`config.mk`:
```
export PLATFORM = sky130hd
export DESIGN_NAME = retransmit_timewait_timer_table_top
export DESIGN_NICKNAME = d
export VERILOG_FILES = /design/src/rtl/core/rttt_pkg.sv /design/src/rtl/core/rttt_ram.sv /design/src/rtl/core/rttt_front.sv /design/src/rtl/core/rttt_queue.sv /design/src/rtl/core/rttt_back.sv /design/src/rtl/core/retransmit_timewait_timer_table_top.sv
export SDC_FILE = /design/constraint.sdc
export NUM_CORES = 1
export LEC_CHECK = 0
export ABC_AREA = 1
export BUFFER_PORTS_ARGS = -buffer_cell sky130_fd_sc_hd__buf_2
export CAP_MARGIN = 20
export CORE_UTILIZATION = 40
export DETAILED_ROUTE_END_ITERATION = 10
export GPL_TIMING_DRIVEN = 0
export MAX_ROUTING_LAYER = met4
export PLACE_DENSITY = 0.53
export SYNTH_ARGS = -nofsm -noshare
export SYNTH_HDL_FRONTEND = slang
export SYNTH_HIERARCHICAL = 1
export SYNTH_SLANG_ARGS = --single-unit
```
`constraint.sdc`:
```
create_clock -name clock -period 7.3 [get_ports clock]
set_input_delay 1.095 -clock clock [delete_from_list [all_inputs] [get_ports clock]]
set_output_delay 1.095 -clock clock [all_outputs]
set_load 0.005 [all_outputs]
```
`src/rtl/core/rttt_pkg.sv`:
```
// package of the retransmit / time-wait timer table
// types, codes and default sizes shared by every module of the block but rttt_ram; no dependencies
`default_nettype none

package rttt_pkg;

   // default sizes, handed down from the top level
   localparam int SLOTS_DEF      = 16;
   localparam int COUNT_BITS_DEF = 32;
   localparam int QUEUE_DEPTH    = 2;

   // at most this many results are reported per tick
   localparam int MAX_RESULTS  = 16;
   localparam int RES_CNT_BITS = $clog2(MAX_RESULTS + 1);

   // configuration port
   localparam int CSR_IDX_BITS  = 2;
   localparam int CSR_DATA_BITS = 16;
   localparam logic [CSR_IDX_BITS-1:0] CSR_TIMEWAIT    = 2'd0;
   localparam logic [CSR_IDX_BITS-1:0] CSR_RETRANSMIT  = 2'd1;
   localparam logic [CSR_IDX_BITS-1:0] CSR_RETRY_LIMIT = 2'd2;

   // operation codes on the request word
   localparam logic [2:0] OP_TICK     = 3'd0;
   localparam logic [2:0] OP_ARM_TW   = 3'd1;
   localparam logic [2:0] OP_ARM_RT   = 3'd2;
   localparam logic [2:0] OP_RESTART  = 3'd3;
   localparam logic [2:0] OP_SET_HEAD = 3'd4;

   // event codes on the response word
   localparam logic [1:0] EV_ACK        = 2'd0;
   localparam logic [1:0] EV_CLOSE      = 2'd1;
   localparam logic [1:0] EV_RETRANSMIT = 2'd2;
   localparam logic [1:0] EV_GIVE_UP    = 2'd3;

   // decoded command, as queued between front and back
   typedef enum logic [2:0] {
      CMD_TICK,
      CMD_ARM_TW,
      CMD_ARM_RT,
      CMD_RESTART,
      CMD_SET_HEAD,
      CMD_NOP,
      CMD_BAD_SLOT
   } rttt_cmd_code_type;

   typedef struct packed {
      logic [2:0] operation;
      logic [3:0] slot;
      logic       pending;
   } rttt_req_type;

   typedef struct packed {
      logic [1:0] event_res;
      logic [3:0] event_slot;
      logic [3:0] retry_count;
      logic       last;
   } rttt_rsp_type;

   typedef struct packed {
      rttt_cmd_code_type code;
      logic [3:0]        slot;
      logic              pending;
   } rttt_cmd_type;

   typedef struct packed {
      logic [15:0] timewait_ticks;
      logic [15:0] retransmit_ticks;
      logic [3:0]  retry_limit;
   } rttt_cfg_type;

   typedef struct packed {
      logic full;
      logic empty;
   } rttt_q_status_type;

   typedef enum logic [1:0] {
      ST_IDLE,
      ST_READ,
      ST_EXEC,
      ST_FLUSH
   } rttt_back_state_type;

endpackage

`default_nettype wire

```
`src/rtl/core/rttt_ram.sv`:
```
// generic single-write, single-read ram with registered read data
// no dependencies
`default_nettype none

module rttt_ram #(
   parameter int WIDTH = 8,
   parameter int DEPTH = 16
) (
   input  wire logic                                   clock,
   input  wire logic                                   wr_en,
   input  wire logic [(DEPTH > 1 ? $clog2(DEPTH) : 1)-1:0] wr_addr,
   input  wire logic [WIDTH-1:0]                       wr_data,
   input  wire logic [(DEPTH > 1 ? $clog2(DEPTH) : 1)-1:0] rd_addr,
   output logic      [WIDTH-1:0]                       rd_data
);

   logic [WIDTH-1:0] mem_ff [DEPTH];
   logic [WIDTH-1:0] rd_data_ff;

   // write port
   always_ff @(posedge clock) begin
      if (wr_en) begin
         mem_ff[wr_addr] <= wr_data;
      end
   end

   // registered read port
   always_ff @(posedge clock) begin
      rd_data_ff <= mem_ff[rd_addr];
   end

   assign rd_data = rd_data_ff;

endmodule

`default_nettype wire

```
`src/rtl/core/rttt_front.sv`:
```
// front end: takes request words and decodes them into queued commands
// depends on rttt_pkg
`default_nettype none

module rttt_front import rttt_pkg::*; #(
   parameter int SLOTS = SLOTS_DEF
) (
   input  wire logic              req_valid,
   output logic                   req_stall,
   input  wire rttt_req_type      req_data,
   input  wire rttt_q_status_type q_status,
   output logic                   push,
   output rttt_cmd_type           push_cmd
);

   // stall only on a full queue
   assign req_stall = q_status.full;
   assign push      = req_valid && !q_status.full;

   // classify the operation; out-of-range slots are answered with a plain ack
   always_comb begin
      push_cmd.slot    = req_data.slot;
      push_cmd.pending = req_data.pending;
      if (req_data.operation == OP_TICK) begin
         push_cmd.code = CMD_TICK;
      end else if (int'(req_data.slot) >= SLOTS) begin
         push_cmd.code = CMD_BAD_SLOT;
      end else begin
         case (req_data.operation)
            OP_ARM_TW:   push_cmd.code = CMD_ARM_TW;
            OP_ARM_RT:   push_cmd.code = CMD_ARM_RT;
            OP_RESTART:  push_cmd.code = CMD_RESTART;
            OP_SET_HEAD: push_cmd.code = CMD_SET_HEAD;
            default:     push_cmd.code = CMD_NOP;
         endcase
      end
   end

endmodule

`default_nettype wire

```
`src/rtl/core/rttt_queue.sv`:
```
// short command queue between front end and back end
// depends on rttt_pkg
`default_nettype none

module rttt_queue import rttt_pkg::*; #(
   parameter int DEPTH = QUEUE_DEPTH
) (
   input  wire logic          clock,
   input  wire logic          reset,
   input  wire logic          push,
   input  wire rttt_cmd_type  push_cmd,
   input  wire logic          pop,
   output rttt_cmd_type       pop_cmd,
   output rttt_q_status_type  q_status
);

   localparam int PTR_BITS = DEPTH > 1 ? $clog2(DEPTH) : 1;
   localparam int CNT_BITS = $clog2(DEPTH + 1);

   rttt_cmd_type        entry_ff [DEPTH];
   logic [PTR_BITS-1:0] wr_ptr_ff, wr_ptr_in;
   logic [PTR_BITS-1:0] rd_ptr_ff, rd_ptr_in;
   logic [CNT_BITS-1:0] count_ff, count_in;

   function automatic logic [PTR_BITS-1:0] ptr_next(input logic [PTR_BITS-1:0] p);
      logic [PTR_BITS-1:0] r;
      if (p == PTR_BITS'(DEPTH - 1)) begin
         r = '0;
      end else begin
         r = p + PTR_BITS'(1);
      end
      return r;
   endfunction

   // pointer and fill bookkeeping
   always_comb begin
      wr_ptr_in = push ? ptr_next(wr_ptr_ff) : wr_ptr_ff;
      rd_ptr_in = pop ? ptr_next(rd_ptr_ff) : rd_ptr_ff;
      count_in  = count_ff;
      if (push && !pop) begin
         count_in = count_ff + CNT_BITS'(1);
      end else if (pop && !push) begin
         count_in = count_ff - CNT_BITS'(1);
      end
   end

   always_ff @(posedge clock) begin
      if (reset) begin
         wr_ptr_ff <= '0;
         rd_ptr_ff <= '0;
         count_ff  <= '0;
      end else begin
         wr_ptr_ff <= wr_ptr_in;
         rd_ptr_ff <= rd_ptr_in;
         count_ff  <= count_in;
      end
   end

   // storage
   always_ff @(posedge clock) begin
      if (push) begin
         entry_ff[wr_ptr_ff] <= push_cmd;
      end
   end

   assign pop_cmd        = entry_ff[rd_ptr_ff];
   assign q_status.full  = (count_ff == CNT_BITS'(DEPTH));
   assign q_status.empty = (count_ff == '0);

endmodule

`default_nettype wire

```
`src/rtl/core/rttt_back.sv`:
```
// back end: carries out queued commands against the slot table and drives responses
// depends on rttt_pkg and rttt_ram
`default_nettype none

module rttt_back import rttt_pkg::*; #(
   parameter int SLOTS      = SLOTS_DEF,
   parameter int COUNT_BITS = COUNT_BITS_DEF
) (
   input  wire logic              clock,
   input  wire logic              reset,
   input  wire rttt_cfg_type      cfg,
   input  wire rttt_q_status_type q_status,
   output logic                   pop,
   input  wire rttt_cmd_type      pop_cmd,
   output logic                   rsp_valid,
   input  wire logic              rsp_stall,
   output rttt_rsp_type           rsp_data
);

   localparam int SLOT_BITS  = SLOTS > 1 ? $clog2(SLOTS) : 1;
   localparam int SW_BITS    = SLOT_BITS + 4;
   localparam int ENTRY_BITS = COUNT_BITS + 6;
   localparam int WIDE_BITS  = COUNT_BITS > 31 ? COUNT_BITS : 31;

   localparam logic [COUNT_BITS-1:0] COUNT_MAX = {COUNT_BITS{1'b1}};

   rttt_back_state_type state_ff, state_in;
   rttt_cmd_type         cmd_ff, cmd_in;
   logic [SLOT_BITS-1:0] cur_ff, cur_in;
   logic [SLOTS-1:0]     active_ff, active_in;
   logic [SLOTS-1:0]     written_ff, written_in;
   logic                 hold_valid_ff, hold_valid_in;
   rttt_rsp_type         hold_ff, hold_in;
   logic [RES_CNT_BITS-1:0] n_ff, n_in;
   logic                 rsp_valid_ff, rsp_valid_in;
   rttt_rsp_type         rsp_ff, rsp_in;

   logic [ENTRY_BITS-1:0] rd_raw, rd_word, wr_word;
   logic                  wr_en;
   logic                  old_kind, new_kind, new_pend, old_pend;
   logic [COUNT_BITS-1:0] old_rem, new_rem;
   logic [3:0]            old_retries, new_retries, bump_retries;
   logic                  old_active, new_active;
   logic                  do_write;
   logic [1:0]            ev;
   logic [WIDE_BITS-1:0]  tw_wide, rt_wide, backoff_wide;
   logic [COUNT_BITS-1:0] tw_load, rt_load, reload;
   logic [SW_BITS-1:0]    slot_wide, cur_wide;
   logic [SLOT_BITS-1:0]  pop_idx;
   logic                  is_tick, report, need_out, out_free, advance, at_end;
   rttt_rsp_type          result;

   // slot storage: kind, count, retries and pending per slot
   rttt_ram #(
      .WIDTH(ENTRY_BITS),
      .DEPTH(SLOTS)
   ) u_ram (
      .clock  (clock),
      .wr_en  (wr_en),
      .wr_addr(cur_ff),
      .wr_data(wr_word),
      .rd_addr(cur_in),
      .rd_data(rd_raw)
   );

   // entries never written read as zero
   assign rd_word     = written_ff[cur_ff] ? rd_raw : '0;
   assign old_kind    = rd_word[ENTRY_BITS-1];
   assign old_rem     = rd_word[COUNT_BITS+4:5];
   assign old_retries = rd_word[4:1];
   assign old_pend    = rd_word[0];
   assign old_active  = active_ff[cur_ff];
   assign wr_word     = {new_kind, new_rem, new_retries, new_pend};

   // reload values: register loads masked to the count width, and the doubled backoff
   assign tw_wide      = WIDE_BITS'(cfg.timewait_ticks);
   assign rt_wide      = WIDE_BITS'(cfg.retransmit_ticks);
   assign tw_load      = tw_wide[COUNT_BITS-1:0];
   assign rt_load      = rt_wide[COUNT_BITS-1:0];
   assign bump_retries = old_retries + 4'd1;
   assign backoff_wide = rt_wide << bump_retries;
   assign reload       = (backoff_wide >= WIDE_BITS'(COUNT_MAX)) ? COUNT_MAX
                                                                : backoff_wide[COUNT_BITS-1:0];

   // slot index conversions
   assign slot_wide = SW_BITS'(pop_cmd.slot);
   assign pop_idx   = slot_wide[SLOT_BITS-1:0];
   assign cur_wide  = SW_BITS'(cur_ff);

   assign is_tick  = (cmd_ff.code == CMD_TICK);
   assign at_end   = (cur_ff == SLOT_BITS'(SLOTS - 1));
   assign out_free = !rsp_valid_ff || !rsp_stall;

   // slot update for the current command
   always_comb begin
      new_kind    = old_kind;
      new_rem     = old_rem;
      new_retries = old_retries;
      new_pend    = old_pend;
      new_active  = old_active;
      do_write    = 1'b0;
      ev          = EV_ACK;
      case (cmd_ff.code)
         CMD_TICK: begin
            if (old_active) begin
               do_write = 1'b1;
               if (old_rem > COUNT_BITS'(1)) begin
                  new_rem = old_rem - COUNT_BITS'(1);
               end else begin
                  new_rem = '0;
                  if (!old_kind) begin
                     new_active = 1'b0;
                     ev         = EV_CLOSE;
                  end else if (old_pend) begin
                     if (old_retries >= cfg.retry_limit) begin
                        new_active = 1'b0;
                        ev         = EV_GIVE_UP;
                     end else begin
                        new_retries = bump_retries;
                        new_rem     = reload;
                        ev          = EV_RETRANSMIT;
                     end
                  end
               end
            end
         end
         CMD_ARM_TW: begin
            do_write    = 1'b1;
            new_active  = 1'b1;
            new_kind    = 1'b0;
            new_rem     = tw_load;
            new_retries = '0;
         end
         CMD_ARM_RT: begin
            do_write    = 1'b1;
            new_active  = 1'b1;
            new_kind    = 1'b1;
            new_rem     = rt_load;
            new_retries = '0;
         end
         CMD_RESTART: begin
            if (old_active && old_kind) begin
               do_write = 1'b1;
               new_rem  = rt_load;
            end
         end
         CMD_SET_HEAD: begin
            do_write    = 1'b1;
            new_pend    = cmd_ff.pending;
            new_retries = '0;
         end
         default: begin
         end
      endcase
   end

   // result for this slot or command
   always_comb begin
      result.last = !is_tick;
      if (is_tick) begin
         result.event_res   = ev;
         result.event_slot  = cur_wide[3:0];
         result.retry_count = new_retries;
      end else begin
         result.event_res   = EV_ACK;
         result.event_slot  = cmd_ff.slot;
         result.retry_count = (cmd_ff.code == CMD_BAD_SLOT) ? 4'd0 : new_retries;
      end
   end

   // a tick result waits in the hold register until the next one or the end of the scan
   assign report   = (ev != EV_ACK) && (n_ff < RES_CNT_BITS'(MAX_RESULTS));
   assign need_out = is_tick ? (report && hold_valid_ff) : 1'b1;
   assign advance  = !need_out || out_free;

   // next state
   always_comb begin
      state_in = state_ff;
      case (state_ff)
         ST_IDLE:  if (!q_status.empty) state_in = ST_READ;
         ST_READ:  state_in = ST_EXEC;
         ST_EXEC: begin
            if (advance) begin
               if (!is_tick) begin
                  state_in = ST_IDLE;
               end else if (at_end) begin
                  state_in = ST_FLUSH;
               end
            end
         end
         ST_FLUSH: if (out_free) state_in = ST_IDLE;
         default:  state_in = ST_IDLE;
      endcase
   end

   // outputs and datapath registers
   always_comb begin
      pop           = 1'b0;
      wr_en         = 1'b0;
      cmd_in        = cmd_ff;
      cur_in        = cur_ff;
      active_in     = active_ff;
      written_in    = written_ff;
      hold_valid_in = hold_valid_ff;
      hold_in       = hold_ff;
      n_in          = n_ff;
      rsp_in        = rsp_ff;
      rsp_valid_in  = rsp_valid_ff && rsp_stall;
      case (state_ff)
         ST_IDLE: begin
            if (!q_status.empty) begin
               pop           = 1'b1;
               cmd_in        = pop_cmd;
               cur_in        = (pop_cmd.code == CMD_TICK) ? '0 : pop_idx;
               hold_valid_in = 1'b0;
               n_in          = '0;
            end
         end
         ST_EXEC: begin
            if (advance) begin
               wr_en = do_write;
               if (do_write) begin
                  active_in[cur_ff]  = new_active;
                  written_in[cur_ff] = 1'b1;
               end
               if (!is_tick) begin
                  rsp_in       = result;
                  rsp_valid_in = 1'b1;
               end else begin
                  if (report) begin
                     if (hold_valid_ff) begin
                        rsp_in       = hold_ff;
                        rsp_valid_in = 1'b1;
                     end
                     hold_in       = result;
                     hold_valid_in = 1'b1;
                     n_in          = n_ff + RES_CNT_BITS'(1);
                  end
                  if (!at_end) begin
                     cur_in = cur_ff + SLOT_BITS'(1);
                  end
               end
            end
         end
         ST_FLUSH: begin
            if (out_free) begin
               rsp_valid_in = 1'b1;
               if (hold_valid_ff) begin
                  rsp_in      = hold_ff;
                  rsp_in.last = 1'b1;
               end else begin
                  rsp_in = '{event_res: EV_ACK, event_slot: 4'd0, retry_count: 4'd0,
                             last: 1'b1};
               end
               hold_valid_in = 1'b0;
            end
         end
         default: begin
         end
      endcase
   end

   // control registers
   always_ff @(posedge clock) begin
      if (reset) begin
         state_ff      <= ST_IDLE;
         active_ff     <= '0;
         written_ff    <= '0;
         hold_valid_ff <= 1'b0;
         rsp_valid_ff  <= 1'b0;
         n_ff          <= '0;
         cur_ff        <= '0;
      end else begin
         state_ff      <= state_in;
         active_ff     <= active_in;
         written_ff    <= written_in;
         hold_valid_ff <= hold_valid_in;
         rsp_valid_ff  <= rsp_valid_in;
         n_ff          <= n_in;
         cur_ff        <= cur_in;
      end
   end

   // payload registers
   always_ff @(posedge clock) begin
      cmd_ff  <= cmd_in;
      hold_ff <= hold_in;
      rsp_ff  <= rsp_in;
   end

   assign rsp_valid = rsp_valid_ff;
   assign rsp_data  = rsp_ff;

endmodule

`default_nettype wire

```
`src/rtl/core/retransmit_timewait_timer_table_top.sv`:
```
// retransmit / time-wait timer table, top level: configuration registers and the
// front end, command queue and back end. a non-tick word gives its single response;
// a tick scans the slot ram one slot per cycle while the response output is not
// stalled. synchronous active-high reset empties the queue, frees every slot and
// restores the register defaults; slot contents read as zero until first written
`default_nettype none

module retransmit_timewait_timer_table_top import rttt_pkg::*; #(
   parameter int SLOTS      = SLOTS_DEF,
   parameter int COUNT_BITS = COUNT_BITS_DEF
) (
   input  wire logic                     clock,
   input  wire logic                     reset,
   input  wire logic                     req_valid,
   output logic                          req_stall,
   input  wire rttt_req_type             req_data,
   output logic                          rsp_valid,
   input  wire logic                     rsp_stall,
   output rttt_rsp_type                  rsp_data,
   input  wire logic                     csr_we,
   input  wire logic [CSR_IDX_BITS-1:0]  csr_index,
   input  wire logic [CSR_DATA_BITS-1:0] csr_wdata
);

   rttt_cfg_type      cfg_ff, cfg_in;
   rttt_q_status_type q_status;
   rttt_cmd_type      push_cmd, pop_cmd;
   logic              push, pop;

   // configuration registers
   always_comb begin
      cfg_in = cfg_ff;
      if (csr_we) begin
         case (csr_index)
            CSR_TIMEWAIT:    cfg_in.timewait_ticks   = csr_wdata;
            CSR_RETRANSMIT:  cfg_in.retransmit_ticks = csr_wdata;
            CSR_RETRY_LIMIT: cfg_in.retry_limit      = csr_wdata[3:0];
            default: begin
            end
         endcase
      end
   end

   always_ff @(posedge clock) begin
      if (reset) begin
         cfg_ff.timewait_ticks   <= 16'd60;
         cfg_ff.retransmit_ticks <= 16'd2;
         cfg_ff.retry_limit      <= 4'd10;
      end else begin
         cfg_ff <= cfg_in;
      end
   end

   rttt_front #(
      .SLOTS(SLOTS)
   ) u_front (
      .req_valid(req_valid),
      .req_stall(req_stall),
      .req_data (req_data),
      .q_status (q_status),
      .push     (push),
      .push_cmd (push_cmd)
   );

   rttt_queue #(
      .DEPTH(QUEUE_DEPTH)
   ) u_queue (
      .clock   (clock),
      .reset   (reset),
      .push    (push),
      .push_cmd(push_cmd),
      .pop     (pop),
      .pop_cmd (pop_cmd),
      .q_status(q_status)
   );

   rttt_back #(
      .SLOTS     (SLOTS),
      .COUNT_BITS(COUNT_BITS)
   ) u_back (
      .clock    (clock),
      .reset    (reset),
      .cfg      (cfg_ff),
      .q_status (q_status),
      .pop      (pop),
      .pop_cmd  (pop_cmd),
      .rsp_valid(rsp_valid),
      .rsp_stall(rsp_stall),
      .rsp_data (rsp_data)
   );

endmodule

`default_nettype wire

```
After elaboration in Yosys (flattened, before gate mapping):

Memory sizes are Yosys's and may differ from the RTL's. A register that Yosys moved wholly into a read port is not among the register bits.
Index checks and enable logic that the tools add are counted.
Widths: inputs -> output; s select.

* add/subtract/negate cells: 8
* multipliers: 0
* divide/modulo/power cells: 0
* magnitude comparators: 6
* equality and inequality tests: 24
* shift operators: 1
* multiplexer cells: 94
* bitwise logic cells: 2
* reductions and logical operators: 40

Operator list (number)
* $mux 32: 7
* $pmux 32 s4: 1
* $mux 11: 6
* $mux 4: 11
* $mux 38: 1
* $mux 1: 35
* $ge 32x32->1 const B: 1
* $gt 32x1->1 const B: 1
* $shl 16x4->32: 1
* $sub 32x1->32 const B: 1
* $mux 2: 12
* $pmux 11 s2: 1
* $mux 5: 4
* $bwmux 16: 1
* $or 16x16->16: 1
* $pmux 4 s2: 2
* $eq 3x2->1 const B: 4
* $pmux 3 s4: 1
* $mux 10: 1
* $pmux 5 s2: 1
* $reduce_and 5->1: 2
* $eq 3x3->1 const B: 3
* $logic_not 3->1: 3
* $add 4x1->4 const B: 2
* 35 further kinds: 72

* register bits: 115
* latch bits: 0
* RAM bits: 624
* memory bits (read-only): 0
* output and inout port bits: 13
* word-level logic and storage cells: 201
* memories kept: 2

Memory list
* u_back.u_ram.mem_ff: words 16, width 38, rd ports 1, clocked after memory_dff 1, write ports 1, line rttt_ram.sv:17 `logic [WIDTH-1:0] mem_ff [DEPTH];`
* u_queue.entry_ff: words 2, width 8, rd ports 1, clocked after memory_dff 1, write ports 1, line rttt_queue.sv:20 `rttt_cmd_type entry_ff [DEPTH];`

Logic depth before layout (Yosys ltp):

Gate-level depths: netlist of run 1.

* word-level depth: 20
* gate-level depth with buffers: 40

By module:

The synthesis of run 1 kept the hierarchy.

By module, submodules not included
* rttt_ram: instances 1, cells each 2512, area an instance 26874.5 µm², sequential area each 19018.2 µm²
* rttt_back: instances 1, cells each 1224, area an instance 7607.3 µm², sequential area each 1801.7 µm²
* retransmit_timewait_timer_table_top: instances 1, cells each 222, area an instance 1550.2 µm², sequential area each 720.7 µm²
* rttt_queue: instances 1, cells each 58, area an instance 810.8 µm², sequential area each 580.6 µm²
* rttt_front: instances 1, cells each 14, area an instance 75.1 µm², sequential area each 0.0 µm²

Worst setup path before layout of run 1:

No wires, ideal clock.

* kind: register -> register
* start: register u_back.cur_ff[0]
* end: memory u_back/u_ram/mem_ff[10][0] (netlist bit) (enable)
* arrival time: 4.907 ns
* required time: 6.867 ns
* path slack: 1.960 ns
* cell stages (with the launch flop): 31
* buffers on the path: 5
* clock period less this slack: 5.340 ns
* cell sequence: dfxtp_1 -> buf_6 -> nand2_1 -> nand3_1 -> nand2_1 -> nand2_1 -> nand2_2 -> inv_2 -> nand2_8 -> buf_12 -> buf_6 -> buf_6 -> nand2_1 -> inv_1 -> ha_1 -> inv_1 -> a21oi_1 -> o21ai_0 -> nand2_1 -> a21oi_1 -> o21bai_1 -> nand4_1 -> nand2_1 -> nand3_2 -> nand2_4 -> nand2_4 -> inv_2 -> nor2_4 -> buf_4 -> nand3b_1 -> nor2_1

* longest elaborated chain between the ends: 20
* elaborated cells between the ends (all ways): 27
* classes of those cells: 2 x order compare; 19 x mux; 6 x reduce/logical

RTL lines
* from (decl): line rttt_back.sv:29 `logic [SLOT_BITS-1:0] cur_ff, cur_in;`
* from (signal assigned): line rttt_back.sv:280 `cur_ff <= cur_in;`
* branches (longest 16 deep; another with $gt 32x1->1)
* $mux 1 *: line rttt_back.sv:220 `if (advance) begin`
* $mux 1 *: line rttt_back.sv:209 `case (state_ff)`
* net u_back.wr_en: line rttt_back.sv:39 `logic wr_en;`
* $mux 1 *: line rttt_ram.sv:22 `if (wr_en) begin`
* $mux 1 (not written as such) *: line rttt_ram.sv:23 `mem_ff[wr_addr] <= wr_data;`
* to (decl): line rttt_ram.sv:17

Mark *: on every way through the listed nets, which the timed path passes. The select of a mux whose other input is x is not followed.

Worst setup path after layout of run 1:

* start: register u_back.cur_ff[1]
* end: register u_back.u_ram.rd_data_ff[0], in the netlist u_back/u_ram/rd_data[0] (read register of u_back.u_ram.mem_ff)

* longest elaborated chain between the ends: 18
* elaborated cells between the ends (all ways): 26
* classes of those cells: 1 x add/sub; 2 x order compare; 1 x eq/ne; 17 x mux; 5 x reduce/logical

RTL lines
* branches (longest 16 deep; another with $gt 32x1->1)
* $mux 4 *: line rttt_back.sv:220
* $pmux 4 s2 *: line rttt_back.sv:209
* net u_back.cur_in[2]: line rttt_back.sv:29
* to (decl): line rttt_ram.sv:18 `logic [WIDTH-1:0] rd_data_ff;`

Marks and branches as above.
A chain may end at the register's enable or synchronous reset.

==> flow_metrics.env, run 1 <==
export IMPL_wl_per_cell_um=22.06
export IMPL_gr_total_overflow=0
export IMPL_min_period_ns=6.287
export IMPL_numCtsBuffers=86
export IMPL_die_x_um=305.8
export IMPL_synth_area_um2=36920
export IMPL_design_area_um2=42110
export IMPL_synth_top_family_by_area="simple AND/OR/NAND/NOR gates"
export IMPL_cts_sinks=778
export IMPL_rsz0062_at_grt="no"
export IMPL_fmax_mhz=159.1
export IMPL_end_kind="flip-flop"
export IMPL_fillers=8761
export IMPL_crit_start="u_back/cur_ff[1]"
export IMPL_nets=4236
export IMPL_yosys_area_share_simple_pct=23.55
export IMPL_ant_nets=0
export IMPL_synth_adder_area_share_pct=0.5423
export IMPL_clock_latency_ns=0.67
export IMPL_synthDistinctLibCells=60
export IMPL_skew_ns=0.03931
export IMPL_clkTransAtPathRegs_ns=0.06
export IMPL_die_h_um=305.8
export IMPL_syn2layout_area_growth_pct=14.06
export IMPL_synthMuxAreaShare_pct=0.2982
export IMPL_post_place_ws_ns=1.152
export IMPL_syn_nets=4077
export IMPL_vias=28390
export IMPL_final_setup_worst_slack_ns=1.013
export IMPL_synth_seq_cells=778
export IMPL_drc=0
export IMPL_vias_per_cell=5.210
export IMPL_clockRootBuffer="clkbuf_16"
export IMPL_setup_viol=0
export IMPL_gp_congestion=0.9726
export IMPL_hold_depth=2
export IMPL_p_per_area_nw_per_um2=504.1
export IMPL_maxSlewViolCount=0
export IMPL_hold_viol=0
export IMPL_outcome="completed"
export IMPL_cp_start_kind="flip-flop"
export IMPL_slew_headroom_pct=18.94
export IMPL_synthXorXnorAreaFrac_pct=0.5457
export IMPL_cts_resized=0
export IMPL_rows=111
export IMPL_crit_path_max_fanout=10
export IMPL_reg2reg_from="u_back/cur_ff[1]"
export IMPL_slowest_delay_ns=0.80
export IMPL_postCtsHoldBufs=0
export IMPL_synth_cells=4030
export IMPL_synth_area_per_cell_um2=9.161
export IMPL_clockBufferDepth=3
export IMPL_slowest_stage="clkbuf_1"
export IMPL_gr_usage_all_layers_pct=26.41
export IMPL_path_class="flip-flop to flip-flop"
export IMPL_cp_common_cell="nand2_1"
export IMPL_post_route_period_util_pct=86.12
export IMPL_ios=44
export IMPL_cts_post_setup_buffers_inserted=0
export IMPL_multi_input_area_um2=11230
export IMPL_timing_worst_slew_pin_value_ns=1.207
export IMPL_peakVddDrop_uv=281.0
export IMPL_leakagePower_uw=0.01821
export IMPL_antenna_found_initial=4
export IMPL_io_buffers=37
export IMPL_dp_cells=5285
export IMPL_core_area_um2=91520
export IMPL_grt_max_degree=23
export IMPL_drt_wl_total_mm=120.2
export IMPL_timing_rr_end="u_back/u_ram/rd_data[0]"
export IMPL_die_area_um2=93510
export IMPL_cts_tree="yes"
export IMPL_min_path_type="flip-flop to flip-flop"
export IMPL_seq_area_um2=22120
export IMPL_cap_violations=0
export IMPL_htreeDepth=3
export IMPL_cp_data_required_time_ns=7.78
export IMPL_placed_cell_area_um2=39270
export IMPL_seq_area_frac_synth_pct=59.92
export IMPL_drt_iter0_markers=2727
export IMPL_grt_pass1_vias=26270
export IMPL_utilization_pct=46.01
export IMPL_worst_r2r_cell_count=36
export IMPL_yosys_warnings=6
export IMPL_worstPathArrival_ns=6.77
export IMPL_drive_gt1_share_pct=10.68
export IMPL_rrSetupSlack_ns=1.01
export IMPL_hp_start="u_back/active_ff[11]"
export IMPL_drt_first_pass_iters=6
export IMPL_dp_hpwl_mm=84.66
export IMPL_stdcell_count=5449
export IMPL_grt_pass1_wl_mm=175.7
export IMPL_initial_core_util_pct=40.34
export IMPL_synth_compound_area_share_pct=5.067
export IMPL_min_to="u_back/active_ff[11]"
critical path, delay by kind of cell, from the launching register on:
family / cells / cell delay [ns]
buf+inv: 12 / 2.49
compound gates: 4 / 0.59
fa+ha+maj: 1 / 0.24
flops: 1 / 0.49
simple gates: 19 / 2.28
cell usage in the layout, fill, tap and decap left out, drive strengths merged, types with 3 or more instances in the layout:
cell type,Yosys,routed
clkinv,6,35
buf,158,228
o2111ai,5,5
xnor2,6,6
nand3b,3,3
o211ai,35,35
mux2,8,8
xor2,17,17
a221oi,8,8
clkbuf,51,168
o41ai,7,7
inv,650,653
nand3,579,579
edfxtp,654,654
a22oi,6,6
a311oi,3,3
or2,4,4
nand2,1224,1224
a21boi,3,3
nand4,35,35
clkinvlp,0,5
a21oi,117,117
ha,16,16
dfxtp,124,124
o21ai,113,113
nor3,9,9
nor2,167,167
bufinv,0,7
a31oi,10,10
worst max path at each step:
stage	to	slack (ns)
2_1_floorplan	u_back/u_ram/mem_ff[10][0]	1.96
3_3_place_gp	u_back/u_ram/mem_ff[11][24]	-1.27
3_5_place_dp	u_back/u_ram/rd_data[0]	1.15
4_1_cts	u_back/u_ram/rd_data[0]	1.15
5_1_grt	u_back/u_ram/rd_data[0]	0.67
6_report	u_back/u_ram/rd_data[0]	1.01
stage by stage:
step / hold WS, ns / TNS (ns) / power [uW]
after floorplan: 0.4222 / 0 / 12300
after global placement: 0.4318 / -652.47 / 16670
after detailed placement: 0.4329 / 0 / 16780
after CTS: 0.4424 / 0 / 21170
after global routing: 0.4518 / 0 / 22260
final: 0.4416 / 0 / 21230
layer usage:
layer / share of wire (%) / routed length, um / vias to the layer above / GRT usage, %
met4: 2.4 / 2875 / 0 / 7.222
met2: 46 / 54740 / 1095 / 40.40
met5: 0 / 0 / - / -
li1: - / - / 13470 / -
met3: 7.3 / 8727 / 158 / 3.085
met1: 45 / 53860 / 13670 / 37.09
synth_stat cells (all sizes together):
cell type / number / share of area, %
nand2: 1224 / 13
edfxtp: 654 / 53
inv: 650 / 6.6
nand3: 579 / 7.9
nor2: 167 / 1.9
buf: 158 / 2.8
dfxtp: 124 / 6.7
a21oi: 117 / 1.7
o21ai: 113 / 1.6
clkbuf: 51 / 0.52
nand4: 35 / 0.59
o211ai: 35 / 0.73
xor2: 17 / 0.40
ha: 16 / 0.54
a31oi: 10 / 0.19
nor3: 9 / 0.12
a221oi: 8 / 0.19
mux2: 8 / 0.24
o41ai: 7 / 0.19
a22oi: 6 / 0.12
clkinv: 6 / 0.075
xnor2: 6 / 0.14
o2111ai: 5 / 0.12
or2: 4 / 0.068
a21boi: 3 / 0.071
a311oi: 3 / 0.071
nand3b: 3 / 0.061
a32oi: 2 / 0.047
mux2i: 2 / 0.054
o21bai: 2 / 0.041
o22ai: 2 / 0.034
and3: 1 / 0.017
nor4: 1 / 0.017
o221ai: 1 / 0.024
o31ai: 1 / 0.020
state kept, by name, summed over array words and instances, names as in the netlist, named ones only:
signal,cells
u_back/u_ram/rd_data,38
u_back/cmd_ff,8
u_back/written_ff,16
u_back/n_ff,5
u_queue/count_ff,2
cfg_ff,36
u_back/u_ram/mem_ff,608
u_back/rsp_valid,1
u_back/hold_valid_ff,1
u_queue/rd_ptr_ff,1
u_queue/wr_ptr_ff,1
u_back/hold_ff,11
u_back/cur_ff,4
u_queue/entry_ff,16
u_back/rsp_data,11
u_back/state_ff,2
u_back/active_ff,16
cells by family after synthesis:
| logic type | count (synthesis) |
|---|---|
| AND/OR/NAND/NOR | 2023 |
| buffers and inverters | 865 |
| flip-flops | 778 |
| AO/OA/AOI/OAI | 315 |
| XOR/XNOR | 23 |
| adder cells (fa/ha/maj) | 16 |
| multiplexers | 10 |
where the power goes:
| group | internal, uW | total [uW] | leakage, uW | switching [uW] |
|---|---|---|---|---|
| combinational | 2870 | 11000 | 0.00979 | 8180 |
| clock | 2560 | 4370 | 0.00137 | 1810 |
| sequential | 5600 | 5810 | 0.00705 | 206 |
cell type report:
cell class | instances | share of cell area (%)
Multi-Input combinational cell | 2387 | 26.66
Sequential cell | 778 | 52.53
Clock inverter | 44 | 0.9894
Buffer | 209 | 2.950
Timing Repair Buffer | 71 | 1.747
Tap cell | 1186 | 3.524
Inverter | 656 | 5.883
Clock buffer | 116 | 5.699
Antenna cell | 2 | 0.01188
Note: power is estimated with default switching activity, not from simulation.
==> run 2, diff against run 1 <==
- BUFFER_PORTS_ARGS: -buffer_cell sky130_fd_sc_hd__buf_2 -> not set
- DONT_BUFFER_PORTS: not set -> 1
- PLACE_DENSITY: 0.53 -> not set
- PLACE_DENSITY_LB_ADDON: not set -> 0.15
==> run 2 against run 1 <==
Clock power shrank 2%. Worst setup slack lost 0.045 ns. Count of clock-buffer cells in the layout is the same. Largest power group unchanged. Maximum frequency shrank 0.71%. Routed wire length grew 0.55%. Non-clock buffer count shrank 31.
==> flow_metrics.env, run 2 (synthesized netlist as in run 1, its figures left out) <==
export IMPL_antenna_found_initial=3
export IMPL_cts_resized=0
export IMPL_initial_core_util_pct=40.34
export IMPL_met1_usage_pct=36.57
export IMPL_grt_use_met3_pct=4.007
export IMPL_pwr_share_clk_pct=20.3
export IMPL_drt_first_pass_iters=5
export IMPL_slowest_stage="buf_2"
export IMPL_cap_violations=0
export IMPL_leakagePower_uw=0.01807
export IMPL_pwr_share_comb_pct=52.2
export IMPL_worst_r2r_cell_count=37
export IMPL_grt_util_met2_pct=40.46
export IMPL_crit_path_max_fanout=10
export IMPL_htreeDepth=3
export IMPL_die_area_um2=93510
export IMPL_peakVddDrop_uv=305.6
export IMPL_drive_gt1_share_pct=9.927
export IMPL_cts_tree="yes"
export IMPL_maxSlewViolCount=0
export IMPL_final_cell_mix="nand2_1, edfxtp_1, inv_1"
export IMPL_regMostFlops="u_back/u_ram/mem_ff"
export IMPL_numCtsBuffers=87
export IMPL_design_area_um2=41970
export IMPL_nets=4206
export IMPL_clockBufferDepth=3
export IMPL_cp_data_required_time_ns=7.79
export IMPL_die_x_um=305.8
export IMPL_skew_ns=0.03266
export IMPL_drt_wl_total_mm=120.9
export IMPL_hold_depth=2
export IMPL_cp_start_kind="flip-flop"
export IMPL_min_to="u_back/active_ff[7]"
export IMPL_cp_common_cell="nand2_1"
export IMPL_p_int_uw=10950
export IMPL_rsz0062_at_grt="no"
export IMPL_gr_total_overflow=0
export IMPL_clkTransAtPathRegs_ns=0.06
export IMPL_grt_max_degree=24
export IMPL_cts_sinks=778
export IMPL_post_route_period_util_pct=86.74
export IMPL_min_period_ns=6.332
export IMPL_dp_cells=5254
export IMPL_io_buffers=0
export IMPL_grt_pass1_vias=26540
export IMPL_vias=28270
export IMPL_p_total_uw=21180
export IMPL_hp_start="u_back/active_ff[7]"
export IMPL_grt_pass1_wl_mm=177.2
export IMPL_p_per_area_nw_per_um2=504.6
export IMPL_drc=0
export IMPL_reg2reg_from="u_back/cur_ff[1]"
export IMPL_largest_reg_flops=608
export IMPL_stdcell_count=5418
export IMPL_min_path_type="flip-flop to flip-flop"
export IMPL_core_area_um2=91520
export IMPL_dp_hpwl_mm=84.78
export IMPL_clock_latency_ns=0.67
export IMPL_outcome="completed"
export IMPL_gp_congestion=0.9568
export IMPL_wl_per_cell_um=22.31
export IMPL_switchingPower_uw=10230
export IMPL_end_kind="flip-flop"
export IMPL_worstPathArrival_ns=6.83
export IMPL_timing_rr_end="u_back/u_ram/rd_data[1]"
export IMPL_vias_per_cell=5.218
export IMPL_hold_viol=0
export IMPL_drt_iter0_markers=3037
export IMPL_swShare_pct=48.31
export IMPL_clockRootBuffer="clkbuf_16"
export IMPL_slowest_delay_ns=0.53
export IMPL_grt_busiest_layer="met2"
export IMPL_seqPwrFrac_pct=27.5
export IMPL_postCtsHoldBufs=0
export IMPL_gr_usage_all_layers_pct=26.61
export IMPL_rrSetupSlack_ns=0.97
export IMPL_placed_cell_area_um2=39150
export IMPL_ant_nets=0
export IMPL_timing_worst_slew_pin_value_ns=1.451
export IMPL_cts_post_setup_buffers_inserted=0
export IMPL_fmax_mhz=157.9
export IMPL_slew_headroom_pct=3.291
export IMPL_syn2layout_area_growth_pct=13.68
export IMPL_path_class="flip-flop to flip-flop"
export IMPL_die_h_um=305.8
export IMPL_layout_commonest_cell="nand2_1"
export IMPL_setup_viol=0
export IMPL_ios=44
export IMPL_rows=111
run 2: cell types whose count changed in the layout (fill, tap and decap cells not counted), moves of 2 or more:
| cell | change |
|---|---|
| buf_12 | +4 |
| buf_2 | -36 |
| buf_4 | +3 |
| buf_6 | -2 |
| buf_8 | +2 |
| bufinv_16 | -3 |
| clkbuf_1 | -2 |
| clkbuf_8 | +3 |
| clkinv_1 | +5 |
| clkinv_2 | -6 |
| inv_4 | +2 |
run 2: routing by layer:
layer  wire length (um)  part of all wire (%)  vias up
met1              53980                    45    13650
met3               8851                   7.3      201
met4               3814                   3.2        0
li1                   -                     -    13410
met2              54220                    45     1012
met5                  0                     0        -
run 2: worst max path at each step:
| stage | startpoint | end | slack (ns) |
|---|---|---|---|
| 6_report | u_back/cur_ff[1] | u_back/u_ram/rd_data[1] | 0.97 |
| 5_1_grt | u_back/cur_ff[1] | u_back/u_ram/rd_data[0] | 0.65 |
| 4_1_cts | u_back/cur_ff[1] | u_back/u_ram/rd_data[0] | 1.08 |
| 3_5_place_dp | u_back/cur_ff[1] | u_back/u_ram/rd_data[20] | 1.10 |
| 3_3_place_gp | u_back/cur_ff[1] | u_back/u_ram/mem_ff[13][22] | -1.37 |
| 2_1_floorplan | u_back/cur_ff[0] | u_back/u_ram/mem_ff[10][0] | 1.96 |
run 2: critical path: cells and delay by family, from the launching register on:
kind / cells / cell delay, ns
simple gates: 19 / 2.15
flops: 1 / 0.48
buf+inv: 13 / 2.66
fa+ha+maj: 1 / 0.24
compound gates: 4 / 0.59
run 2: final cells by class:
type                    instances  area [um^2]
repair buffers                 40        630.6
diodes                          1        2.502
well taps                    1186         1484
inverters                     656         2477
multi-input cells            2387        11220
flip-flops and latches        778        22120
clock inverters                45        385.4
plain buffers                 209         1242
clock buffers                 116         2409
fillers                      8704        49560
run 2: power groups by stage:
stage	combinational, uW	clock [uW]	sequential, uW
after floorplan	6500	0	5800
after global placement	10700	0	5930
after detailed placement	10900	0	5910
after CTS	10900	4380	5820
after global routing	11900	4550	5840
final	11100	4300	5820
run 2: through the flow:
step / setup WS (ns) / util (%) / hold slack [ns] / setup TNS [ns]
floorplan: 1.960 / - / 0.4222 / 0
global placement: -1.371 / 41.96 / 0.4323 / -674.13
detailed placement: 1.103 / 42.78 / 0.4337 / 0
CTS: 1.080 / 45.83 / 0.4429 / 0
global route: 0.6454 / 45.85 / 0.4602 / 0
finish: 0.9677 / 45.85 / 0.4427 / 0
